## config.mk

```make
export PLATFORM = sky130hd
export DESIGN_NAME = gn23_lerp
export DESIGN_NICKNAME = d
export VERILOG_FILES = /design/src/design/gn23_pkg.sv /design/src/design/gn23_lerp.sv
export SDC_FILE = /design/constraint.sdc
export NUM_CORES = 1
export LEC_CHECK = 0
export BUFFER_PORTS_ARGS = -buffer_cell sky130_fd_sc_hd__buf_2
export CAP_MARGIN = 20
export CORE_MARGIN = 10
export CORE_UTILIZATION = 65
export CTS_CLUSTER_SIZE = 14
export DETAILED_ROUTE_END_ITERATION = 6
export GPL_ROUTABILITY_DRIVEN = 0
export PLACE_DENSITY = 0.82
export SYNTH_ARGS = -nofsm -noshare
export SYNTH_HDL_FRONTEND = slang
export SYNTH_SLANG_ARGS = --single-unit
export TNS_END_PERCENT = 5
```

## constraint.sdc

```tcl
create_clock -name clk -period 15.78 [get_ports clk]
set_input_delay 3.156 -clock clk [delete_from_list [all_inputs] [get_ports clk]]
set_output_delay 3.156 -clock clk [all_outputs]
set_load 0.03 [all_outputs]
```

## src/design/gn23_pkg.sv

```systemverilog
// package: permutation table, widths and register codes for the noise core
`timescale 1ns / 1ps
`default_nettype none
package gn23_pkg;
  localparam int FracBitsDefault = 16;
  localparam int CoordW = 32;
  localparam int FreqW = 24;
  localparam int OutW = 18;
  localparam int AddrW = 3;
  localparam logic [AddrW-1:0] RegMode = 3'd0;
  localparam logic [AddrW-1:0] RegFreq = 3'd4;
  localparam logic [FreqW-1:0] FreqReset = 24'd65536;

  localparam logic [7:0] PermRom [256] = '{
    8'd151,8'd160,8'd137,8'd91,8'd90,8'd15,8'd131,8'd13,8'd201,8'd95,8'd96,8'd53,8'd194,
    8'd233,8'd7,8'd225,8'd140,8'd36,8'd103,8'd30,8'd69,8'd142,8'd8,8'd99,8'd37,8'd240,
    8'd21,8'd10,8'd23,8'd190,8'd6,8'd148,8'd247,8'd120,8'd234,8'd75,8'd0,8'd26,8'd197,
    8'd62,8'd94,8'd252,8'd219,8'd203,8'd117,8'd35,8'd11,8'd32,8'd57,8'd177,8'd33,8'd88,
    8'd237,8'd149,8'd56,8'd87,8'd174,8'd20,8'd125,8'd136,8'd171,8'd168,8'd68,8'd175,
    8'd74,8'd165,8'd71,8'd134,8'd139,8'd48,8'd27,8'd166,8'd77,8'd146,8'd158,8'd231,
    8'd83,8'd111,8'd229,8'd122,8'd60,8'd211,8'd133,8'd230,8'd220,8'd105,8'd92,8'd41,
    8'd55,8'd46,8'd245,8'd40,8'd244,8'd102,8'd143,8'd54,8'd65,8'd25,8'd63,8'd161,8'd1,
    8'd216,8'd80,8'd73,8'd209,8'd76,8'd132,8'd187,8'd208,8'd89,8'd18,8'd169,8'd200,
    8'd196,8'd135,8'd130,8'd116,8'd188,8'd159,8'd86,8'd164,8'd100,8'd109,8'd198,8'd173,
    8'd186,8'd3,8'd64,8'd52,8'd217,8'd226,8'd250,8'd124,8'd123,8'd5,8'd202,8'd38,8'd147,
    8'd118,8'd126,8'd255,8'd82,8'd85,8'd212,8'd207,8'd206,8'd59,8'd227,8'd47,8'd16,
    8'd58,8'd17,8'd182,8'd189,8'd28,8'd42,8'd223,8'd183,8'd170,8'd213,8'd119,8'd248,
    8'd152,8'd2,8'd44,8'd154,8'd163,8'd70,8'd221,8'd153,8'd101,8'd155,8'd167,8'd43,
    8'd172,8'd9,8'd129,8'd22,8'd39,8'd253,8'd19,8'd98,8'd108,8'd110,8'd79,8'd113,
    8'd224,8'd232,8'd178,8'd185,8'd112,8'd104,8'd218,8'd246,8'd97,8'd228,8'd251,8'd34,
    8'd242,8'd193,8'd238,8'd210,8'd144,8'd12,8'd191,8'd179,8'd162,8'd241,8'd81,8'd51,
    8'd145,8'd235,8'd249,8'd14,8'd239,8'd107,8'd49,8'd192,8'd214,8'd31,8'd181,8'd199,
    8'd106,8'd157,8'd184,8'd84,8'd204,8'd176,8'd115,8'd121,8'd50,8'd45,8'd127,8'd4,
    8'd150,8'd254,8'd138,8'd236,8'd205,8'd93,8'd222,8'd114,8'd67,8'd29,8'd24,8'd72,
    8'd243,8'd141,8'd128,8'd195,8'd78,8'd66,8'd215,8'd61,8'd156,8'd180
  };

  function automatic logic [7:0] pm(input logic [7:0] i);
    pm = PermRom[i];
  endfunction
endpackage
`default_nettype wire

```

## src/design/gn23_lerp.sv

```systemverilog
// registered lerp stage: y = a + floor(f*(b-a)/one)
`timescale 1ns / 1ps
`default_nettype none
module gn23_lerp import gn23_pkg::*; #(
  parameter int FRAC_BITS = FracBitsDefault,
  parameter int VW = FRAC_BITS + 4
) (
  input  wire logic                 clk,
  input  wire logic                 en,
  input  wire logic [FRAC_BITS:0]   f,
  input  wire logic signed [VW-1:0] a,
  input  wire logic signed [VW-1:0] b,
  output logic signed [VW-1:0]      y
);
  logic signed [VW:0] diff;
  logic signed [VW+FRAC_BITS+1:0] prod;
  assign diff = (VW+1)'(b) - (VW+1)'(a);
  assign prod = $signed({1'b0, f}) * diff;

  always_ff @(posedge clk) begin
    if (en) begin
      y <= a + VW'(prod >>> FRAC_BITS);
    end
  end
endmodule
`default_nettype wire

```

==> results.md, run 1 <==
- Drt first pass iters: 5
- Hold/Removal Path Class: primary input to register
- Ranking of synthesized cells by area: fa_1 46%, inv_1 11%, ha_1 11%, and2_1 6.1%, nand2_1 4.5%
- DRC: 0
- #FFs+latches synth: 20
- Grt ovf: 0
- Initial antenna violation count: 1
- CTS tree: yes
- Cells after Synth: 1653
- Slew headroom: 25.0%
- Port bufs: 78
- Vias in the first global route: 11.9k
- Mapped Avg Cell Area: 8.88 um^2
- Total routed wirelength: 34900 um
- Maxcap violations: 0
- Full die area: 29000 um^2
- Largest registers: y: 20 flops
- GRT Overall Usage: 25.1%
- Number of library cell types mapped by synthesis: 57
- Final Cycle Share: 85.2%
- Crit-path most repeated cell: fa_1
- FFs w/ async S/R, synth: 0%
- Number of synthesized flops with an enable pin: 20
- FP Rows: 54
- Clock Pin Slew Worst Setup and Hold Paths: 0.06 ns
- Hold path cells: 2
- Largest Register: y
- Least-Margin Pin Slew: 1.12 ns
- Worst setup SP type: primary input
- Top post-synthesis cells by count: 448 x inv_1, 336 x fa_1, 177 x nand2_1
- Post-Syn Area: 14700 um^2
- Post-DP HPWL: 29400 um
- Synth warn: 0
- Crit Path Max Fanout: 17
- Yosys top cell by area: fa_1
- Worst setup margin: 2.34 ns
- RSZ-0062 raised after global routing: no
- Setup violations, final: 0
- Number of hold buffers added after CTS: 0
- Crit path arrival time: 13.44 ns
- Pins over their slew limit: 0
- Sequential share of the synthesized area: 4.09%
- Placeable Area: 22000 um^2
- Top cell type's share of synthesized area: 45.8%
- CP peak stage delay: 0.67 ns
- Antenna-violating nets left: 0
- Detailed-route wire length per cell: 17.7 um
- Via count: 11.0k
- Achievable clock frequency: 74.4 MHz
- Vias per inst: 5.56
- H-tree Lvls: 1
- CP max stage cell: xnor2_2
- Clock root buffer: clkbuf_16
- Synthesis-to-finish area growth: 4.96%
- Min Tclk post-route: 13.44 ns
- # clock sinks: 20
- Final Hold Vio Count: 0
- Max reg flops: 20
- Outcome: finished, final reports clean
- I/O pin cnt: 79
- PostCTS Resize Cnt: 0
- CTS Buffer Depth: 2
- Share of layout cells above drive strength 1: 6.52%
- WS Path Type: primary input to register
- Syn_nets: 2175
- Final #Nets: 2212
- Setup WS pre-CTS: 2.28 ns
- Die Width: 170 um
- Post-CTS Setup Bufs: 0
- First-pass GRT wire length: 58200 um
- Post-Route Setup TNS: 0 ns
- CTS Buf Count: 3
- Die extent in y: 170 um
- Initial Util: 66.6%
- Most common cell in the netlist: inv_1
- Drt initial violations: 645
- Dominant synthesized flop cell: edfxtp_1
- Required @ worst endpoint: 15.78 ns
- CP Capture Type: register
- Largest net degree at the start of global routing: 22
per-layer routing:
layer  routed length (um)  vias to the layer above  global-route usage, %
met5                    0                        -                      0
met4                 1260                        0                   8.16
met3                 2280                       89                   3.52
met2                17900                      430                   44.9
met1                13400                     5482                   30.5
li1                     -                     4952                      -
worst paths after layout:
| kind | startpoint | endpoint | slack, ns |
|---|---|---|---|
| worst max-delay path | a[0] | y[19] | 2.34 |
| worst min-delay path | a[0] | y[0] | 3.22 |
layout by cell type (no fill, tap or decap), drive strengths merged, types with 7 or more instances in the layout:
cell    instances
xor2           16
and3           12
edfxtp         20
nor2           34
a211oi          7
nand3b          8
xnor2          45
a21oi          43
ha            127
nand2b         13
nand2         177
nor3b          10
o21ai          27
buf            88
inv           449
a21o           20
and2          143
fa            336
nor2b          27
nand3           9
nor3           15
cell families (layout without fill, tap and decap cells):
family / after synthesis / in the layout / share of synthesized area, %
simple gates: 467 / 467 / 16.4
buf+inv: 505 / 540 / 12.9
other cells: 0 / 1 / 0
xor+xnor: 63 / 63 / 4.00
mux: 1 / 1 / 0.0767
fa+ha+maj: 463 / 463 / 56.6
flops: 20 / 20 / 4.09
compound gates: 134 / 134 / 5.90
metrics by stage:
stage | std cells | area [um^2] | utilization, % | hold slack (ns)
after floorplan | 1653 | 14700 | - | 3.27
after global placement | 1965 | 15300 | 69.6 | 3.50
after detailed placement | 1965 | 15300 | 69.6 | 3.50
after CTS | 1968 | 15400 | 69.9 | 3.23
after global routing | 1969 | 15400 | 70.0 | 3.22
final | 1969 | 15400 | 70.0 | 3.22
worst max-delay path: cells and delay by family:
family          cells  cell delay, ns
xor+xnor            3            1.42
compound gates     14            3.08
simple gates        7            1.16
fa+ha+maj          10            4.35
buf+inv             4            0.26
final cells by class:
cell class / instances / area (um^2)
multi-input cells: 1128 / 12200
inverters: 449 / 1690
clock buffers: 3 / 75.1
repair buffers: 88 / 465
diodes: 1 / 2.50
fillers: 1693 / 6620
flip-flops and latches: 20 / 601
well taps: 280 / 350
Power of run 1 is not shown: default switching activity piles up to over one toggle a cycle in this logic, so the estimate is an artifact.
==> run 2: changes to the inputs <==
- CELL_PAD_IN_SITES_DETAIL_PLACEMENT: not set -> 1
- CELL_PAD_IN_SITES_GLOBAL_PLACEMENT: not set -> 1
- CORE_UTILIZATION: 65 -> 50
- GPL_TIMING_DRIVEN: not set -> 0
==> results.md, run 2 (synthesis gave the netlist of run 1 again) <==
- Hold path cells: 2 (unchanged)
- DRC: 0 (unchanged)
- Die extent in y: 191 um (was 170 um)
- I/O pin cnt: 79 (unchanged)
- WS Path Type: primary input to register (unchanged)
- FP Rows: 62 (was 54)
- Initial Util: 50.9% (was 66.6%)
- CTS Buf Count: 3 (unchanged)
- CP peak stage delay: 0.95 ns (was 0.67 ns)
- Antenna-violating nets left: 0 (unchanged)
- Final Hold Vio Count: 0 (unchanged)
- Crit-path most repeated cell: fa_1 (unchanged)
- Vias per inst: 5.47 (was 5.56)
- CP Capture Type: register (unchanged)
- Post-CTS Setup Bufs: 0 (unchanged)
- PostCTS Resize Cnt: 0 (unchanged)
- Final Cycle Share: 90.2% (was 85.2%)
- N_diodes: 0 (was 1)
- Port bufs: 77 (was 78)
- Post-Route Setup TNS: 0 ns (unchanged)
- Least-Margin Pin Slew: 1.22 ns (was 1.12 ns)
- Slew headroom: 17.9% (was 25.0%)
- Hold path start: a[0] (unchanged)
- Initial antenna violation count: 0 (was 1)
- First-pass GRT wire length: 72900 um (was 58200 um)
- Fill count: 3522 (was 1693)
- Maxcap violations: 0 (unchanged)
- Clock root buffer: clkbuf_16 (unchanged)
- Crit path arrival time: 14.24 ns (was 13.44 ns)
- Achievable clock frequency: 70.2 MHz (was 74.4 MHz)
- Final #Nets: 2259 (was 2212)
- Grt ovf: 0 (unchanged)
- Drt first pass iters: 5 (unchanged)
- Worst setup SP type: primary input (unchanged)
- Clock Pin Slew Worst Setup and Hold Paths: 0.06 ns (about the same)
- Largest Register: y (unchanged)
- Synthesis-to-finish area growth: 6.54% (was 4.96%)
- Commonest cells after routing, fill and taps aside: 448 x inv_1, 336 x fa_1, 177 x nand2_1, 143 x and2_1, 127 x ha_1 (unchanged)
- Min Tclk post-route: 14.24 ns (was 13.44 ns)
- Total routed wirelength: 45400 um (was 34900 um)
- Number of hold buffers added after CTS: 0 (unchanged)
- Drt initial violations: 670 (was 645)
- Largest registers: y: 20 flops (unchanged)
- Critical path's top delay family: adder cells (unchanged)
- Max reg flops: 20 (unchanged)
- Required @ worst endpoint: 15.78 ns (about the same)
- Largest net degree at the start of global routing: 21 (was 22)
- Via count: 11.6k (was 11.0k)
- Outcome: finished, final reports clean (unchanged)
- Post-DP HPWL: 39000 um (was 29400 um)
- CTS Buffer Depth: 2 (unchanged)
- Placeable Area: 28900 um^2 (was 22000 um^2)
- CTS tree: yes (unchanged)
- Crit Path Max Fanout: 10 (was 17)
- Hold/Removal Path Class: primary input to register (unchanged)
- GRT Overall Usage: 25.8% (was 25.1%)
- Vias in the first global route: 13.7k (was 11.9k)
- Detailed-route wire length per cell: 21.4 um (was 17.7 um)
- Worst Path Buf+Inv: 6 (was 4)
- RSZ-0062 raised after global routing: no (unchanged)
- Share of layout cells above drive strength 1: 5.59% (was 6.52%)
- Pins over their slew limit: 0 (unchanged)
- # clock sinks: 20 (unchanged)
- End of the worst hold path: y[0] (unchanged)
- Full die area: 36600 um^2 (was 29000 um^2)
- CP max stage cell: xnor2_1 (was xnor2_2)
- Setup violations, final: 0 (unchanged)
- H-tree Lvls: 1 (unchanged)
- Die Width: 191 um (was 170 um)
- Most common cell after layout, fill and taps aside: inv_1 (unchanged)
run 2: cell types whose count changed in the layout (fill, tap and decap cells not counted), sizes merged:
cell    change
clkbuf     +53
diode       -1
clkinv      +1
buf         -6
run 2: per-layer routing:
| layer | GRT usage, % | up-vias | share of wire, % |
|---|---|---|---|
| met3 | 3.32 | 133 | 5.6 |
| li1 | - | 5039 | - |
| met4 | 10.6 | 0 | 5.0 |
| met2 | 47.1 | 397 | 52 |
| met5 | 0 | - | 0 |
| met1 | 29.8 | 6036 | 37 |
run 2: area by class of cell:
| cell class | instances | area, um^2 | share of cell area (%) |
|---|---|---|---|
| flip-flops and latches | 20 | 601 | 3.84 |
| repair buffers | 79 | 400 | 2.56 |
| inverters | 449 | 1690 | 10.8 |
| multi-input cells | 1128 | 12200 | 77.9 |
| clock buffers | 3 | 75.1 | 0.480 |
| plain buffers | 56 | 214 | 1.37 |
| well taps | 384 | 480 | 3.07 |
| clock inverters | 1 | 3.75 | 0.0240 |
run 2: through the flow:
stage / setup WS (ns) / instances / hold WS [ns] / instance area (um^2) / util, %
floorplan: 3.55 / 1653 / 3.27 / 14700 / -
CTS: 1.62 / 2119 / 3.24 / 15600 / 54.2
global placement: 1.58 / 2114 / 3.49 / 15500 / 53.9
global route: 1.03 / 2120 / 3.25 / 15600 / 54.2
finish: 1.54 / 2120 / 3.23 / 15600 / 54.2
detailed placement: 1.38 / 2115 / 3.51 / 15600 / 53.9
run 2: how the worst max path moves through the flow:
stage / from / to / cells past startpoint
3_3_place_gp: a[0] / y[19] / 42
5_1_grt: a[0] / y[19] / 42
2_1_floorplan: a[1] / y[19] / 39
3_5_place_dp: a[0] / y[19] / 42
4_1_cts: a[0] / y[19] / 42
6_report: a[0] / y[19] / 42
Power of run 2 is left out for the same reason.
==> run 3: changes to the inputs <==
- ABC_AREA: not set -> 1
- CORE_MARGIN: 10 -> 2
- CORE_UTILIZATION: 50 -> 49
==> results.md, run 3 <==
- Grt ovf: 0 (unchanged)
- Via count: 12.9k (was 11.6k)
- Clock Pin Slew Worst Setup and Hold Paths: 0.05 ns (was 0.06 ns)
- Synth warn: 0 (unchanged)
- Commonest cells after routing, fill and taps aside: 531 x inv_1, 339 x nand2_1, 336 x fa_1, 241 x nor2_1, 127 x ha_1 (was 448 x inv_1, 336 x fa_1, 177 x nand2_1, 143 x and2_1, 127 x ha_1)
- FFs w/ async S/R, synth: 0% (unchanged)
- Outcome: finished, final reports clean (unchanged)
- Pins over their slew limit: 0 (unchanged)
- Maxcap violations: 0 (unchanged)
- Final #Nets: 2537 (was 2259)
- I/O pin cnt: 79 (unchanged)
- Sequential share of the synthesized area: 3.94% (was 4.09%)
- Top cell type's share of synthesized area: 44.1% (was 45.8%)
- Crit path arrival time: 12.94 ns (was 14.24 ns)
- Critical path's top delay family: adder cells (unchanged)
- Cells after Synth: 1939 (was 1653)
- Crit-path most repeated cell: nand2_1 (was fa_1)
- Vias in the first global route: 14.5k (was 13.7k)
- Dominant synthesized flop cell: edfxtp_1 (unchanged)
- Final Hold Vio Count: 0 (unchanged)
- Antenna-violating nets left: 0 (unchanged)
- CTS tree: yes (unchanged)
- Hold/Removal Path Class: primary input to register (unchanged)
- GRT Overall Usage: 30.4% (was 25.8%)
- Drt initial violations: 679 (was 670)
- Initial Util: 49.9% (was 50.9%)
- Worst setup SP type: primary input (unchanged)
- Multiplexer share of the synthesized area: 0% (was 0.0767%)
- Ranking of synthesized cells by area: fa_1 44%, inv_1 13%, ha_1 10%, nand2_1 8.3%, nor2_1 5.9% (was fa_1 46%, inv_1 11%, ha_1 11%, and2_1 6.1%, nand2_1 4.5%)
- Largest family of logic cells by synthesized area: adder cells (unchanged)
- Largest Register: y (unchanged)
- Die extent in y: 180 um (was 191 um)
- FP Rows: 64 (was 62)
- Placeable Area: 30600 um^2 (was 28900 um^2)
- Post-CTS Setup Bufs: 0 (unchanged)
- Slew headroom: 38.5% (was 17.9%)
- Mapped Avg Cell Area: 7.86 um^2 (was 8.88 um^2)
- CTS Buf Count: 3 (unchanged)
- Fill count: 3887 (was 3522)
- RSZ-0062 raised after global routing: no (unchanged)
- CP Capture Type: register (unchanged)
- WS Path Type: primary input to register (unchanged)
- Total routed wirelength: 48000 um (was 45400 um)
- CTS Buffer Depth: 2 (unchanged)
- #FFs+latches synth: 20 (unchanged)
- H-tree Lvls: 1 (unchanged)
- PostCTS Resize Cnt: 0 (unchanged)
- # clock sinks: 20 (unchanged)
- Worst Path Buf+Inv: 10 (was 6)
- First-pass GRT wire length: 76500 um (was 72900 um)
- Most common cell in the netlist: inv_1 (unchanged)
- Largest net degree at the start of global routing: 21 (unchanged)
- Synthesis-to-finish area growth: 6.09% (was 6.54%)
- Most common cell after layout, fill and taps aside: inv_1 (unchanged)
- Drt first pass iters: 5 (unchanged)
- Min Tclk post-route: 12.94 ns (was 14.24 ns)
- Full die area: 32500 um^2 (was 36600 um^2)
- Simple-Gate Fraction of Synth Area: 18.5% (was 16.4%)
- Number of synthesized flops with an enable pin: 20 (unchanged)
- Number of library cell types mapped by synthesis: 46 (was 57)
- Number of hold buffers added after CTS: 0 (unchanged)
- Yosys top cell by area: fa_1 (unchanged)
- Setup WS pre-CTS: 2.88 ns (was 1.38 ns)
- Initial antenna violation count: 2 (was 0)
- CP peak stage delay: 0.60 ns (was 0.95 ns)
- Top post-synthesis cells by count: 531 x inv_1, 339 x nand2_1, 336 x fa_1 (was 448 x inv_1, 336 x fa_1, 177 x nand2_1)
- Clock root buffer: clkbuf_16 (unchanged)
- Adder-cell area share of the yosys netlist: 54.5% (was 56.6%)
- Worst setup margin: 2.84 ns (was 1.54 ns)
- Vias per inst: 5.34 (was 5.47)
- Syn_nets: 2461 (was 2175)
- Post-Route Setup TNS: 0 ns (unchanged)
- Required @ worst endpoint: 15.78 ns (about the same)
- Share of layout cells above drive strength 1: 6.61% (was 5.59%)
- Achievable clock frequency: 77.3 MHz (was 70.2 MHz)
- Detailed-route wire length per cell: 19.9 um (was 21.4 um)
- Post-Synth XOR/XNOR Area: 3.35% (was 4.00%)
- Crit Path Max Fanout: 10 (unchanged)
- Final Cycle Share: 82.0% (was 90.2%)
- Setup violations, final: 0 (unchanged)
- Least-Margin Pin Slew: 0.922 ns (was 1.22 ns)
- DRC: 0 (unchanged)
- Max reg flops: 20 (unchanged)
- Post-Syn Area: 15200 um^2 (was 14700 um^2)
- Post-DP HPWL: 43300 um (was 39000 um)
- Port bufs: 71 (was 77)
- CP max stage cell: nor4_1 (was xnor2_1)
- Post-synthesis compound-gate area fraction: 5.34% (was 5.90%)
- Largest registers: y: 20 flops (unchanged)
- Die Width: 180 um (was 191 um)
[run 3: cell count changes after synthesis, sizes merged, moves of 31 or more]
cell | before | now
a21oi | 43 | 74
and2 | 143 | 1
inv | 449 | 535
nand2 | 177 | 350
nand3 | 9 | 52
nor2 | 34 | 242
[run 3: final cells by class]
cell class	instances	area (um^2)	share of cell area [%]
Antenna cell	1	2.50	0.0155
Buffer	39	160	0.990
Clock buffer	3	75.1	0.464
Inverter	542	2030	12.6
Multi-Input combinational cell	1338	12500	77.0
Sequential cell	20	601	3.71
Tap cell	396	495	3.06
Timing Repair Buffer	71	355	2.20
[run 3: through the flow]
| stage | hold WS (ns) | instance area [um^2] | utilization (%) | std cells |
|---|---|---|---|---|
| after floorplan | 3.27 | 15200 | - | 1939 |
| after global placement | 3.51 | 16100 | 52.6 | 2406 |
| final | 3.25 | 16200 | 52.9 | 2410 |
| after CTS | 3.26 | 16200 | 52.9 | 2409 |
| after detailed placement | 3.53 | 16100 | 52.6 | 2406 |
| after global routing | 3.26 | 16200 | 52.9 | 2409 |
[run 3: path summary, 6_finish.rpt]
path / startpoint / end / slack [ns] / cells after the start
worst max-delay path: a[16] / y[19] / 2.84 / 44
worst min-delay path: a[0] / y[0] / 3.25 / 2
[run 3: cells by family (layout without fill, tap and decap cells)]
family                   Yosys count  count (layout)
other                              0               1
flip-flops                        20              20
buffers and inverters            581             655
AO/OA/AOI/OAI                    137             137
XOR/XNOR                          51              51
AND/OR/NAND/NOR                  687             687
adder cells (fa/ha/maj)          463             463
[run 3: metal layers]
metal  vias up  track usage (%)  routed length (um)
met2       362             54.1               24500
met1      6569             36.7               18400
met5         -                0                  14
met3       129             4.57                2740
li1       5800                -                   -
met4         2             13.0                2410
Power of run 3 is left out for the same reason.
